### src/rtl/core/tdbe_pkg.sv
// Shared types and constants for the timed debouncer with edge flags.
// No dependencies; every other file of the block imports this package.
`default_nettype none

package tdbe_pkg;

  // Width of the hold time register.
  localparam int unsigned HOLD_W = 26;
  // Width of the configuration register index.
  localparam int unsigned CFG_IDX_W = 1;

  // Configuration register indexes.
  localparam logic [CFG_IDX_W-1:0] CFG_MODE = 1'b0;
  localparam logic [CFG_IDX_W-1:0] CFG_HOLD = 1'b1;

  // Debounce modes. The low bit delays rising changes and the high bit
  // delays falling changes.
  typedef enum logic [1:0] {
    MODE_NONE = 2'd0,
    MODE_RISE = 2'd1,
    MODE_FALL = 2'd2,
    MODE_BOTH = 2'd3
  } debounce_mode_e;

  // One result item.
  typedef struct packed {
    logic level;
    logic rose;
    logic fell;
  } result_t;

endpackage

`default_nettype wire

### src/rtl/core/tdbe_step.sv
// Next-state and result logic for one sample of the debouncer.
// Depends on tdbe_pkg for the mode type, the hold width and the result struct.
`default_nettype none

module tdbe_step #(
  parameter int unsigned TIME_BITS = 48
) (
  input  tdbe_pkg::debounce_mode_e mode_i,
  input  logic [tdbe_pkg::HOLD_W-1:0] hold_i,
  input  logic                   sample_i,
  input  logic [TIME_BITS-1:0]   now_i,
  input  logic                   stable_i,
  input  logic [TIME_BITS-1:0]   window_i,
  output logic                   stable_o,
  output logic [TIME_BITS-1:0]   window_o,
  output tdbe_pkg::result_t      result_o
);
  import tdbe_pkg::*;

  localparam int unsigned CMP_W = (TIME_BITS > HOLD_W) ? TIME_BITS : HOLD_W;

  logic [TIME_BITS-1:0] elapsed;
  logic                 hold_met;

  // The subtraction wraps with the timestamp.
  assign elapsed  = now_i - window_i;
  assign hold_met = CMP_W'(elapsed) >= CMP_W'(hold_i);

  always_comb begin
    stable_o = stable_i;
    window_o = window_i;
    unique case (mode_i)
      MODE_NONE: begin
        stable_o = sample_i;
      end
      MODE_RISE: begin
        if (!stable_i && sample_i) begin
          if (hold_met) stable_o = 1'b1;
        end else if (!sample_i) begin
          window_o = now_i;
          stable_o = 1'b0;
        end
      end
      MODE_FALL: begin
        if (stable_i && !sample_i) begin
          if (hold_met) stable_o = 1'b0;
        end else if (sample_i) begin
          window_o = now_i;
          stable_o = 1'b1;
        end
      end
      MODE_BOTH: begin
        if (stable_i != sample_i) begin
          if (hold_met) stable_o = sample_i;
        end else begin
          window_o = now_i;
        end
      end
      default: begin
        stable_o = stable_i;
      end
    endcase
  end

  // The prior debounced level always equals the stored level before this
  // sample, so the edge flags compare against it.
  assign result_o.level = stable_o;
  assign result_o.rose  = !stable_i && stable_o;
  assign result_o.fell  = stable_i && !stable_o;

endmodule

`default_nettype wire

### src/rtl/core/timed_debouncer_with_edges_unit.sv
// Top level of the timed switch debouncer with rising and falling edge flags.
// Depends on tdbe_pkg and instantiates tdbe_step.
//
//   Channel  | Direction | Handshake                 | Payload
//   ---------+-----------+---------------------------+-----------------------------
//   in       | sink      | in_valid_i / in_ready_o   | sample_level_i, now_us_i
//   out      | source    | out_valid_o / out_ready_i | level_out_o, rose_o, fell_o
//   cfg      | sink      | cfg_valid_i / cfg_ready_o | cfg_index_i, cfg_data_i
//
// An input transfer loads the input register; when the compute stage advances, the
// debounce logic loads the result register and the state, so the result is then valid
// and can be taken. One item per cycle is sustained while results are taken. With
// the result register full and not taken, the compute stage holds and an empty input
// register takes one more item before ready drops.
// Reset clears the debounced state and valid flags but no data; cfg always accepts.
`default_nettype none

module timed_debouncer_with_edges_unit #(
  parameter int unsigned TIME_BITS = 48
) (
  input  logic                             clk_i,
  input  logic                             rst_ni,
  // Configuration write channel.
  input  logic                             cfg_valid_i,
  output logic                             cfg_ready_o,
  input  logic [tdbe_pkg::CFG_IDX_W-1:0]   cfg_index_i,
  input  logic [tdbe_pkg::HOLD_W-1:0]      cfg_data_i,
  // Sample channel.
  input  logic                             in_valid_i,
  output logic                             in_ready_o,
  input  logic                             sample_level_i,
  input  logic [TIME_BITS-1:0]             now_us_i,
  // Result channel.
  output logic                             out_valid_o,
  input  logic                             out_ready_i,
  output logic                             level_out_o,
  output logic                             rose_o,
  output logic                             fell_o
);
  import tdbe_pkg::*;

  // Configuration registers.
  debounce_mode_e     mode_q;
  logic [HOLD_W-1:0]  hold_q;

  // Input register.
  logic                 in_valid_q;
  logic                 sample_q;
  logic [TIME_BITS-1:0] now_q;

  // Debounce state.
  logic                 stable_q, stable_d;
  logic                 prior_q;
  logic [TIME_BITS-1:0] window_q, window_d;

  // Result register.
  logic    out_valid_q;
  result_t result_q, result_d;

  logic advance;
  logic fire;

  // The compute stage moves when the result register is empty or being taken.
  assign advance    = !out_valid_q || out_ready_i;
  assign fire       = in_valid_q && advance;
  assign in_ready_o = !in_valid_q || advance;
  assign cfg_ready_o = 1'b1;

  always_ff @(posedge clk_i or negedge rst_ni) begin
    if (!rst_ni) begin
      mode_q <= MODE_NONE;
      hold_q <= '0;
    end else if (cfg_valid_i) begin
      unique case (cfg_index_i)
        CFG_MODE: mode_q <= debounce_mode_e'(cfg_data_i[1:0]);
        CFG_HOLD: hold_q <= cfg_data_i;
        default:  hold_q <= hold_q;
      endcase
    end
  end

  always_ff @(posedge clk_i or negedge rst_ni) begin
    if (!rst_ni) begin
      in_valid_q <= 1'b0;
    end else if (in_ready_o) begin
      in_valid_q <= in_valid_i;
    end
  end

  always_ff @(posedge clk_i) begin
    if (in_valid_i && in_ready_o) begin
      sample_q <= sample_level_i;
      now_q    <= now_us_i;
    end
  end

  tdbe_step #(
    .TIME_BITS (TIME_BITS)
  ) u_step (
    .mode_i   (mode_q),
    .hold_i   (hold_q),
    .sample_i (sample_q),
    .now_i    (now_q),
    .stable_i (stable_q),
    .window_i (window_q),
    .stable_o (stable_d),
    .window_o (window_d),
    .result_o (result_d)
  );

  always_ff @(posedge clk_i or negedge rst_ni) begin
    if (!rst_ni) begin
      stable_q <= 1'b0;
      prior_q  <= 1'b0;
      window_q <= '0;
    end else if (fire) begin
      stable_q <= stable_d;
      prior_q  <= stable_d;
      window_q <= window_d;
    end
  end

  always_ff @(posedge clk_i or negedge rst_ni) begin
    if (!rst_ni) begin
      out_valid_q <= 1'b0;
    end else if (advance) begin
      out_valid_q <= in_valid_q;
    end
  end

  always_ff @(posedge clk_i) begin
    if (fire) begin
      result_q <= result_d;
    end
  end

  assign out_valid_o = out_valid_q;
  assign level_out_o = result_q.level;
  assign rose_o      = result_q.rose;
  assign fell_o      = result_q.fell;

  // The stored prior level tracks the debounced level after every sample.
  a_prior_tracks_stable: assert property (@(posedge clk_i) disable iff (!rst_ni)
    prior_q == stable_q)
    else $error("prior level diverged from debounced level");

  // At most one edge flag, and each agrees with the reported level.
  a_edge_flags: assert property (@(posedge clk_i) disable iff (!rst_ni)
    out_valid_o |-> !(rose_o && fell_o) && (!rose_o || level_out_o)
                    && (!fell_o || !level_out_o))
    else $error("edge flags inconsistent with level");

  // In passthrough the debounced level follows the sample directly.
  a_passthrough: assert property (@(posedge clk_i) disable iff (!rst_ni)
    fire && mode_q == MODE_NONE |=> stable_q == $past(sample_q))
    else $error("passthrough level mismatch");

  // A stalled result stays put until it is taken.
  a_result_held: assert property (@(posedge clk_i) disable iff (!rst_ni)
    out_valid_o && !out_ready_i |=> out_valid_o && $stable(result_q))
    else $error("result changed while stalled");

endmodule

`default_nettype wire
### config.mk
export PLATFORM = sky130hd
export DESIGN_NAME = timed_debouncer_with_edges_unit
export DESIGN_NICKNAME = d
export VERILOG_FILES = /design/src/rtl/core/tdbe_pkg.sv /design/src/rtl/core/tdbe_step.sv /design/src/rtl/core/timed_debouncer_with_edges_unit.sv
export SDC_FILE = /design/constraint.sdc
export NUM_CORES = 1
export LEC_CHECK = 0
export BUFFER_PORTS_ARGS = -buffer_cell sky130_fd_sc_hd__buf_2
export CORE_MARGIN = 2
export CORE_UTILIZATION = 41
export DETAILED_ROUTE_END_ITERATION = 16
export GPL_TIMING_DRIVEN = 0
export PLACE_DENSITY = 0.65
export SKIP_CTS_REPAIR_TIMING = 1
export SLEW_MARGIN = 25
export SYNTH_ARGS = -nofsm -noshare
export SYNTH_HDL_FRONTEND = slang
export SYNTH_SLANG_ARGS = --single-unit
### constraint.sdc
create_clock -name clk_i -period 11.6 [get_ports clk_i]
set_clock_uncertainty 0.2 [all_clocks]
set_input_delay 3.48 -clock clk_i [delete_from_list [all_inputs] [get_ports clk_i]]
set_output_delay 3.48 -clock clk_i [all_outputs]
set_load 0.02 [all_outputs]
Word-level counts from Yosys, hierarchy flattened. Index checks and enable logic that the tools add are counted.

Flip-flop bits (word level): 131. Latch bits: 0. Memory bits (writable): 0. Memory bits (read-only): 0. Output and inout port bits: 6. Logic and storage cells: 56. Memories: 0.

Add/sub/neg operators: 1. $mul: 0. Divide/modulo/power cells: 0. Magnitude comparators: 1. Equality and inequality tests: 9. Shifts and indexed selects: 0. Multiplexer cells: 15. Bitwise operators: 1. Reductions and logical operators: 18.

Operator list (number): $mux 48 (5); $pmux 48 s3 (1); $ge 48x26->1 (1); $sub 48x48->48 (1); $ne 2x2->1 const B (5); $mux 1 (8); $reduce_and 7->1 (1); $logic_and 1x1->1 (6); $logic_not 1->1 (5); $eq 2x2->1 const B (2); $pmux 1 s4 (1); $reduce_and 2->1 (2); $reduce_bool 3->1 (1); $eq 2x1->1 const B (1); $logic_not 2->1 (1); $logic_or 1x1->1 (2); $ne 1x1->1 (1); $not 1->1 (1).

Depth between registers and ports, before layout. Gate-level depths: netlist (run 1).

Depth after elaboration: 7. Depth in mapped cells: 23. Gate-level depth less buffers: 22.

Modules after synthesis. From an unflattened synthesis (run 1), not the netlist that was laid out.

Cells, all modules: 1242. Area, all modules: 10961.8 um^2.

By module, submodules not included: tdbe_step (instances 1, cells each 1016, area each 6214.7 um^2); timed_debouncer_with_edges_unit (instances 1, cells each 226, area each 4747.1 um^2).

Worst setup path before layout (run 1). No wires, ideal clock.

Kind: input-to-output. Start point: input port out_ready_i. End point: output port in_ready_o. Data arrival time: 3758 ps. Slack: 4162 ps. Cell stages on the path: 1. Path through: nand3b_1.

Word-level cells in the longest chain between the ends: 2.

RTL lines: start: declaration (line timed_debouncer_with_edges_unit.sv:35) `input logic out_ready_i,`; $logic_or 1x1->1 (line timed_debouncer_with_edges_unit.sv:64) `assign advance = !out_valid_q || out_ready_i;`; $logic_or 1x1->1 (line timed_debouncer_with_edges_unit.sv:66) `assign in_ready_o = !in_valid_q || advance;`; end: declaration (line timed_debouncer_with_edges_unit.sv:30) `output logic in_ready_o,`.

Every way passes these cells.

Worst setup path in the final report (run 1). Ends and elaborated chain as after synthesis.

==> results.py, run 1 <==
metrics = {
    "synthesis": {
        "synth_area_per_cell_sq_um": 9.12,
        "synth-simple-area-share_pct": 15.4,
        "synth_edf_count": 52,
        "async_flop_share_pct": 60.3,
        "synth_compound_area_share_pct": 19.4,
        "yosysWarnings": 0,
        "synth_xor_xnor_area_share_pct": 3.30,
        "yosysSeqAreaShare_pct": 40.4,
        "syn_area_sq_um": 8750,
        "syn_nets": 1119,
        "synth_top_family_by_area": "compound AO/OA/AOI/OAI gates",
        "synth_adder_area_share_pct": 11.2,
        "ys_ff_latch": 131,
        "synth.distinct_cells": 75,
        "syn_inst": 960,
        "synthFlopType": "dfrtp_1",
        "synth_mux_area_share_pct": 4.59,
    },
    "floorplanning": {
        "pin_count": 87,
        "dieArea_sq_um": 22500,
        "initial_core_util_pct": 41.8,
        "die_w_microns": 150,
        "core_sq_um": 21000,
        "die_h_microns": 150,
        "num_rows": 53,
    },
    "place": {
        "io_buffers": 85,
        "gp_congestion": 0.946,
        "postPlaceCellArea_sq_um": 9580,
        "post-dp-hpwl_microns": 18000,
    },
    "critical_path": {
        "required_ns": 7.92,
        "critPathLaunchType": "primary input",
        "arrival_ns": 3.94,
        "path_max_fanout": 3,
        "critPathKind": "primary input to primary output",
        "end_kind": "primary output",
    },
    "global_routing": {
        "grt_first_pass_wirelength_microns": 36800,
        "grt_max_degree": 49,
        "grt_use_total_pct": 21.0,
        "antenna_found_initial": 0,
        "first_global_vias": 7007,
        "grt-ovfl-total": 0,
    },
    "sta": {
        "fin_crit_ns": 7.62,
        "holdWs_ns": 0.297,
        "min_period_over_period_pct": 65.7,
        "tns_ns": 0,
        "worstMarginPinSlew_ns": 0.799,
        "relSlewSlack_pct": 46.7,
        "hold_viol": 0,
        "setup_viol": 0,
        "slew_viol_final": 0,
        "rsz0062_at_grt": "false",
        "fmax_ghz": 0.131,
    },
    "detailed_routing": {
        "drt_iter0_markers": 552,
        "via_count": 7411,
        "drt-total-wl_microns": 22800,
        "wl_per_cell_microns": 16.8,
        "first_pass_iters": 5,
        "ant_nets": 0,
        "drcViolationCount": 0,
        "routed_via_density": 5.47,
    },
    "layout": {
        "antennaDiodeCount": 0,
        "fin_area_sq_um": 10200,
        "final_util_pct": 48.6,
        "drive_above_1_share_pct": 16.1,
        "layout.nets": 1225,
        "area_delta_synth_final_pct": 16.2,
    },
    "clock_network": {
        "clk_pin_slew_ns": 0.05,
        "cts-buffers-inserted": 17,
        "cts_tree": "done",
        "clockBufferDepth": 2,
        "htree_levels": 4,
        "clock_latency_ns": 0.43,
        "clock-sinks": 131,
        "root_buffer": "clkbuf_16",
    },
    "power": {
        "power_per_cell_area_nw_per_um2": 261,
        "p_leak_nw": 4.34,
        "ir_drop_mv": 0.114,
    },
    "worst_hold_path": {
        "hold_class": "flop to flop",
    },
    "job": {
        "maxCapViolCount": 0,
    },
    "outcome": {
        "status": "finished, final reports clean",
    },
}
## worst paths after layout
kind                                 to        start  cells past startpoint  slack, ns
max in group asynchronous  window_q[43]       rst_ni                      2       7.79
setup / recovery             in_ready_o  out_ready_i                      3       3.98
setup reg to reg                 rose_o    now_q[12]                     21       5.89
hold / removal              out_valid_o   in_valid_q                      1       0.30
min in group asynchronous  window_q[11]       rst_ni                      1       2.80
hold reg to reg             out_valid_o   in_valid_q                      1       0.30
## cells in the final DEF (no fill, tap or decap), types with 6 or more instances in the layout
master,count
a211oi_1,6
a21boi_0,6
a21o_1,14
a21oi_1,72
buf_2,99
clkbuf_1,19
clkbuf_16,17
dfrtp_1,79
edfxtp_1,52
ha_1,77
inv_1,86
mux2_2,30
nand2_1,122
nand2b_1,9
nand3_1,10
nand4_1,33
nor2_1,57
nor3_1,19
nor4_1,8
o211ai_1,12
o21a_1,11
o21ai_0,88
o21ai_1,6
or3_1,6
xnor2_1,15
xor2_1,18
## cells in the mapped netlist (all sizes together) (6+ instances only)
master,n,share of area [%]
nand2,122,5.2
o21ai,95,5.5
inv,86,3.7
dfrtp,79,23
a21oi,78,4.8
ha,77,11
nor2,57,2.4
edfxtp,52,18
nand4,33,2.4
mux2,30,3.9
buf,22,1.3
nor3,19,1.1
xor2,18,1.8
clkbuf,16,0.69
xnor2,15,1.5
a21o,14,1.2
o211ai,12,1.0
o21a,11,0.94
nand3,10,0.57
nand2b,9,0.64
nor4,9,0.71
a21boi,7,0.60
a211oi,6,0.51
mux2i,6,0.73
or3,6,0.43
## routing by layer
metal	wire length (microns)	global-route usage, %	part of all wire, %
met5	0	0	0
met4	312	5.14	1.4
met3	1430	4.24	6.3
met2	9890	31.6	43
met1	11100	31.0	49
## through the flow
step / std cells / setup slack [ns] / total power, mW
after floorplan: 960 / 4.16 / 1.71
after global placement: 1320 / 4.01 / 2.05
after detailed placement: 1322 / 3.98 / 2.08
after CTS: 1354 / 3.98 / 2.65
after global routing: 1354 / 3.95 / 2.88
final: 1354 / 3.98 / 2.65
## final cells by class
type / instances / area (sq um)
Multi-Input combinational cell: 705 / 4720
Clock buffer: 20 / 437
Fill cell: 2061 / 10800
Clock inverter: 12 / 163
Sequential cell: 131 / 3540
Buffer: 38 / 173
Timing Repair Buffer: 87 / 475
Tap cell: 275 / 344
Inverter: 86 / 323
## critical path, stage by stage
cell and delay (ns):
buf_2 0.10, nand3b_1 0.18, buf_2 0.18
## sequential cells by signal (all words and copies together), names as in the netlist
signal / cells
in_valid_q: 1
rose_o: 1
mode_q: 2
now_q: 48
sample_q: 1
window_q: 48
level_out_o: 1
hold_q: 26
out_valid_o: 1
stable_q: 1
fell_o: 1
## power breakdown
| part | leakage [nW] | switching, mW | total (mW) | internal, mW |
|---|---|---|---|---|
| registers | 1.46 | 0.0393 | 0.632 | 0.593 |
| clock network | 0.280 | 0.202 | 0.558 | 0.356 |
| logic | 2.60 | 0.922 | 1.46 | 0.542 |
## cell families (layout without fill, tap and decap cells)
| kind of cell | after synthesis | in the layout |
|---|---|---|
| DFF | 131 | 131 |
| xor gates and xnor gates | 33 | 33 |
| buffers and inverters | 124 | 243 |
| AOI/OAI and AO/OA | 269 | 269 |
| other | 1 | 1 |
| adders and majority gates | 78 | 78 |
| and+or+nand+nor | 288 | 288 |
| muxes | 36 | 36 |
Note: power is estimated with default switching activity, not from simulation.
==> run 2: changes to the inputs <==
--- a/config.mk
+++ b/config.mk
@@ -5,6 +5,7 @@
 export SDC_FILE = /design/constraint.sdc
 export NUM_CORES = 1
 export LEC_CHECK = 0
+export ABC_AREA = 1
 export BUFFER_PORTS_ARGS = -buffer_cell sky130_fd_sc_hd__buf_2
 export CORE_MARGIN = 2
 export CORE_UTILIZATION = 41
==> constraint.sdc (replaced) <==
create_clock -name clk_i -period 7.3 [get_ports clk_i]
set_clock_uncertainty 0.2 [all_clocks]
set_input_delay 2.19 -clock clk_i [delete_from_list [all_inputs] [get_ports clk_i]]
set_output_delay 2.19 -clock clk_i [all_outputs]
set_load 0.02 [all_outputs]
==> results.py, run 2 <==
metrics = {
    "synthesis": {
        "syn_nets": 1517,
        "yosysSeqAreaShare_pct": 37.2,
        "synth_area_per_cell_sq_um": 7.00,
        "synth_edf_count": 52,
        "synth_top_area_share_pct": 20.8,
        "yosysWarnings": 0,
        "synth_top_cell_by_area": "dfrtp_1",
        "ys_top_cells_by_count": "nand2_1, inv_1, nor2_1, a21oi_1, dfrtp_1",
        "synth_most_common_cell": "nand2_1",
        "async_flop_share_pct": 60.3,
        "syn_inst": 1358,
        "synthFlopType": "dfrtp_1",
        "syn_area_sq_um": 9510,
        "ys_ff_latch": 131,
        "synthTopCellsByArea": "dfrtp_1, edfxtp_1, nand2_1, inv_1, ha_1",
        "synth.distinct_cells": 41,
    },
    "layout": {
        "antennaDiodeCount": 0,
        "mostFrequentLayoutCells": "nand2_1, inv_1, nor2_1, a21oi_1, buf_2",
        "area_delta_synth_final_pct": 15.0,
        "mostFrequentLayoutCell": "nand2_1",
        "layout.nets": 1622,
        "final_util_pct": 48.2,
        "drive_above_1_share_pct": 12.1,
        "fin_area_sq_um": 10900,
        "fillCellCount": 2306,
        "fin_cells": 1761,
        "top_regs": "now_q: 48 flops, window_q: 48 flops, hold_q: 26 flops",
    },
    "detailed_routing": {
        "drt-total-wl_microns": 23900,
        "drt_iter0_markers": 465,
        "via_count": 8380,
        "routed_via_density": 4.76,
        "drcViolationCount": 0,
        "wl_per_cell_microns": 13.6,
        "ant_nets": 0,
        "first_pass_iters": 5,
    },
    "clock_network": {
        "htree_levels": 4,
        "cts-buffers-inserted": 17,
        "root_buffer": "clkbuf_16",
        "clockBufferDepth": 2,
        "cts_tree": "done",
        "clock-sinks": 131,
        "clk_pin_slew_ns": 0.06,
        "clock_latency_ns": 0.43,
    },
    "sta": {
        "fmax_ghz": 0.200,
        "fin_ws_ns": 2.29,
        "tns_ns": 0,
        "setup_viol": 0,
        "fin_crit_ns": 5.01,
        "min_period_over_period_pct": 68.6,
        "worstMarginPinSlew_ns": 0.896,
        "holdWs_ns": 0.293,
        "slew_viol_final": 0,
        "hold_viol": 0,
        "relSlewSlack_pct": 40.2,
        "rsz0062_at_grt": "false",
    },
    "critical_path": {
        "critPathSlowestCell": "buf_2",
        "required_ns": 4.91,
        "crit_top_cell": "buf_2",
        "critPathKind": "primary input to primary output",
        "critPathLaunchType": "primary input",
        "arrival_ns": 2.62,
        "end_kind": "primary output",
        "slowest_delay_ns": 0.18,
        "path_cells": "buf_2, inv_1, nand3_1, buf_2",
        "path_max_fanout": 3,
        "reg2reg_depth": 29,
    },
    "place": {
        "dp.cells": 1729,
        "post-dp-hpwl_microns": 19600,
        "gp_congestion": 0.943,
        "place_ws_ns": 2.30,
        "postPlaceCellArea_sq_um": 10300,
        "io_buffers": 85,
    },
    "power": {
        "ir_drop_mv": 0.140,
        "power_per_cell_area_nw_per_um2": 412,
        "power_mw": 4.51,
        "p_leak_nw": 6.09,
    },
    "floorplanning": {
        "die_h_microns": 156,
        "pin_count": 87,
        "num_rows": 55,
        "dieArea_sq_um": 24400,
        "initial_core_util_pct": 41.9,
        "core_sq_um": 22700,
        "die_w_microns": 156,
    },
    "worst_hold_path": {
        "hold_class": "flop to flop",
        "holdPathStages": 2,
    },
    "job": {
        "maxCapViolCount": 0,
    },
    "global_routing": {
        "grt-ovfl-total": 0,
        "grt_max_degree": 50,
        "grt_first_pass_wirelength_microns": 39400,
        "antenna_found_initial": 0,
        "grt_use_total_pct": 20.7,
        "first_global_vias": 7964,
    },
    "outcome": {
        "status": "finished, final reports clean",
    },
}
run 2: cell types whose count changed in the layout (fill, tap and decap cells not counted), sizes merged, moves of 9 or more:
| cell | before | now |
|---|---|---|
| o21ai | 95 | 14 |
| xnor2 | 15 | 1 |
| nand3 | 10 | 53 |
| buf | 109 | 88 |
| nor3 | 19 | 3 |
| nand2b | 9 | 0 |
| nand2 | 122 | 431 |
| nor2 | 57 | 168 |
| inv | 86 | 273 |
| a21o | 14 | 1 |
| nand4 | 33 | 11 |
| mux2 | 30 | 1 |
| a21oi | 78 | 122 |
| o211ai | 12 | 1 |
run 2: area by class of cell:
class / count / area, sq um / area share, %
clock inverter: 15 / 190 / 1.74
multi-input combinational: 935 / 4870 / 44.5
tap: 285 / 357 / 3.26
buffer: 16 / 63.8 / 0.583
sequential: 131 / 3540 / 32.4
clock buffer: 17 / 425 / 3.89
timing repair buffer: 86 / 455 / 4.16
inverter: 276 / 1040 / 9.50
run 2: cells by family (layout without fill, tap and decap cells):
kind of cell,count (synthesis),count (layout),share of synthesized area [%]
buffers and inverters,292,410,11.6
AOI/OAI and AO/OA,153,153,8.54
muxes,1,1,0.118
and+or+nand+nor,677,677,29.9
xor gates and xnor gates,25,25,2.30
other,1,1,0.0394
adders and majority gates,78,78,10.3
DFF,131,131,37.2
run 2: path summary, 6_finish.rpt:
check / to / slack [ns] / start
hold / removal: hold_q[1] / 0.29 / hold_q[1]
hold reg to reg: hold_q[1] / 0.29 / hold_q[1]
max in group asynchronous: window_q[47] / 4.76 / rst_ni
setup reg to reg: rose_o / 2.99 / now_q[0]
setup / recovery: in_ready_o / 2.29 / out_ready_i
min in group asynchronous: window_q[11] / 1.53 / rst_ni
run 2: metal layers:
metal / track usage, % / wire, microns / vias to the layer above
met1: 29.5 / 12300 / 3797
li1: - / - / 4409
met2: 32.7 / 10400 / 149
met4: 6.29 / 373 / 0
met5: 0 / 0 / -
met3: 2.71 / 853 / 25
run 2: report_power, final:
part,internal [mW],switching [mW],total [mW]
clock network,0.568,0.331,0.899
logic,0.892,1.70,2.59
registers,0.954,0.0603,1.01
total,2.41,2.09,4.51
run 2: critical path: cells and delay by family:
| kind | cells | cell delay (ns) |
|---|---|---|
| buffers and inverters | 3 | 0.33 |
| and+or+nand+nor | 1 | 0.10 |
==> run 3: changes to the inputs <==
--- a/config.mk
+++ b/config.mk
@@ -5,13 +5,13 @@
 export SDC_FILE = /design/constraint.sdc
 export NUM_CORES = 1
 export LEC_CHECK = 0
-export ABC_AREA = 1
+export ABC_AREA = 0
 export BUFFER_PORTS_ARGS = -buffer_cell sky130_fd_sc_hd__buf_2
 export CORE_MARGIN = 2
 export CORE_UTILIZATION = 41
 export DETAILED_ROUTE_END_ITERATION = 16
 export GPL_TIMING_DRIVEN = 0
-export PLACE_DENSITY = 0.65
+export PLACE_DENSITY = 0.67
 export SKIP_CTS_REPAIR_TIMING = 1
 export SLEW_MARGIN = 25
 export SYNTH_ARGS = -nofsm -noshare
==> constraint.sdc (replaced) <==
create_clock -name clk_i -period 4.29 [get_ports clk_i]
set_clock_uncertainty 0.2 [all_clocks]
set_input_delay 1.287 -clock clk_i [delete_from_list [all_inputs] [get_ports clk_i]]
set_output_delay 1.287 -clock clk_i [all_outputs]
set_load 0.02 [all_outputs]
==> results.py, run 3 (same netlist as run 1, synthesis figures left out) <==
metrics = {
    "layout": {
        "mostFrequentLayoutCells": "nand2_1, buf_2, inv_1, o21ai_0, dfrtp_1",
        "fillCellCount": 2002,
        "antennaDiodeCount": 0,
        "top_regs": "now_q: 48 flops, window_q: 48 flops, hold_q: 26 flops",
        "area_delta_synth_final_pct": 18.2,
        "layout.nets": 1229,
        "drive_above_1_share_pct": 19.2,
        "mostFrequentLayoutCell": "nand2_1",
    },
    "power": {
        "p_leak_nw": 4.36,
        "power_per_cell_area_nw_per_um2": 705,
        "ir_drop_mv": 0.286,
    },
    "critical_path": {
        "path_cells": "inv_1, ha_2, inv_2, fa_2, a21o_1, a221oi_4, a2bb2oi_4, nand2b_1, xor2_1, ha_1, nand4_1, nor4_1, o31ai_2, o221ai_1, nor4_1, nand4_1, or3_1, nor4_2, nand4_1, mux2i_2, and2_1",
        "slowest_delay_ns": 0.39,
        "end_kind": "flop",
        "critPathLaunchType": "flop",
        "crit_top_cell": "nand4_1",
        "critPathSlowestCell": "edfxtp_1",
        "critPathKind": "flop to flop",
        "critPathBufInv": 2,
        "arrival_ns": 5.00,
        "required_ns": 4.27,
        "path_max_fanout": 4,
        "cp_top_family": "simple AND/OR/NAND/NOR gates",
    },
    "floorplanning": {
        "pin_count": 87,
        "dieArea_sq_um": 22500,
        "num_rows": 53,
        "die_h_microns": 150,
        "core_sq_um": 21000,
        "die_w_microns": 150,
        "initial_core_util_pct": 41.8,
    },
    "place": {
        "io_buffers": 85,
        "post-dp-hpwl_microns": 17900,
        "place_ws_ns": -0.976,
        "gp_congestion": 0.927,
    },
    "global_routing": {
        "met3_usage_pct": 4.33,
        "first_global_vias": 7160,
        "grt_use_total_pct": 21.2,
        "use_met2_pct": 31.8,
        "grt_first_pass_wirelength_microns": 37200,
        "grt-ovfl-total": 0,
        "grt.busiest_layer": "met2",
        "grt_max_degree": 51,
        "met1_usage_pct": 31.0,
        "antenna_found_initial": 0,
    },
    "sta": {
        "holdWs_ns": 0.292,
        "slew_viol_final": 0,
        "rsz0062_at_grt": "true",
        "min_period_over_period_pct": 117,
        "tns_ns": -2.78,
        "hold_viol": 0,
        "fmax_ghz": 0.199,
        "relSlewSlack_pct": 35.8,
        "worstMarginPinSlew_ns": 0.963,
        "setup_viol": 4,
        "fin_crit_ns": 5.02,
        "fin_ws_ns": -0.732,
    },
    "detailed_routing": {
        "first_pass_iters": 5,
        "wl_per_cell_microns": 17.0,
        "ant_nets": 0,
        "drt_iter0_markers": 498,
        "drcViolationCount": 0,
        "routed_via_density": 5.52,
        "via_count": 7497,
        "drt-total-wl_microns": 23000,
    },
    "worst_hold_path": {
        "hold_class": "flop to flop",
    },
    "clock_network": {
        "cts_tree": "done",
        "root_buffer": "clkbuf_16",
        "clockBufferDepth": 2,
        "clock_latency_ns": 0.43,
        "htree_levels": 4,
        "clock-sinks": 131,
        "clk_pin_slew_ns": 0.06,
        "cts-buffers-inserted": 17,
    },
    "outcome": {
        "status": "complete, but fails checks",
        "violations": "negative setup slack",
    },
    "job": {
        "maxCapViolCount": 0,
    },
}
==> run 3: cell count changes in the layout (fill, tap and decap cells not counted), moves of 28 or more <==
cell / change
nand2_1: -288
o21ai_0: +70
nand3_1: -37
inv_1: -178
mux2_2: +28
nor2_1: -93
a21oi_1: -57
==> run 3: power breakdown <==
part,switching (mW),internal (mW)
combinational,2.58,1.60
clock,0.555,0.848
sequential,0.110,1.60
==> run 3: layout make-up <==
class                           instances  area, sq um  area share, %
Buffer                                 37          181           1.75
Clock buffer                           18          429           4.15
Clock inverter                         14          139           1.34
Inverter                               86          323           3.12
Multi-Input combinational cell        705         4880           47.2
Sequential cell                       131         3540           34.2
Tap cell                              275          344           3.33
Timing Repair Buffer                   92          513           4.96
==> run 3: metal layers <==
metal	wire length (microns)	vias to the layer above
met3	1370	23
li1	-	3673
met4	338	0
met2	10200	229
met5	0	-
met1	11100	3572
==> run 3: metrics by stage <==
stage	area, sq um	total power, mW	cells	utilization [%]
after floorplan	8790	4.66	960	-
after global placement	9560	5.59	1320	45.6
after detailed placement	9620	5.64	1322	45.9
after CTS	10200	7.09	1354	48.6
after global routing	10300	7.92	1358	49.4
final	10300	7.30	1358	49.4
==> run 3: final timing paths <==
check | startpoint | cells after the start | slack [ns] | endpoint
setup / recovery | now_q[0] | 21 | -0.73 | rose_o
hold / removal | now_q[42] | 2 | 0.29 | window_q[42]
setup reg to reg | now_q[0] | 21 | -0.73 | rose_o
hold reg to reg | now_q[42] | 2 | 0.29 | window_q[42]
max in group asynchronous | rst_ni | 2 | 2.69 | window_q[45]
min in group asynchronous | rst_ni | 1 | 0.59 | window_q[11]
==> run 3: worst register-to-register path: stages (launching register included) <==
cell and delay [ns]:
edfxtp_1 0.39, inv_1 0.08, ha_2 0.20, inv_2 0.04, fa_2 0.36, a21o_1 0.20, a221oi_4 0.37, a2bb2oi_4 0.20
nand2b_1 0.10, xor2_1 0.16, ha_1 0.30, nand4_1 0.14, nor4_1 0.08, o31ai_2 0.23, o221ai_1 0.16, nor4_1 0.29
nand4_1 0.12, or3_1 0.36, nor4_2 0.20, nand4_1 0.22, mux2i_2 0.23, and2_1 0.15
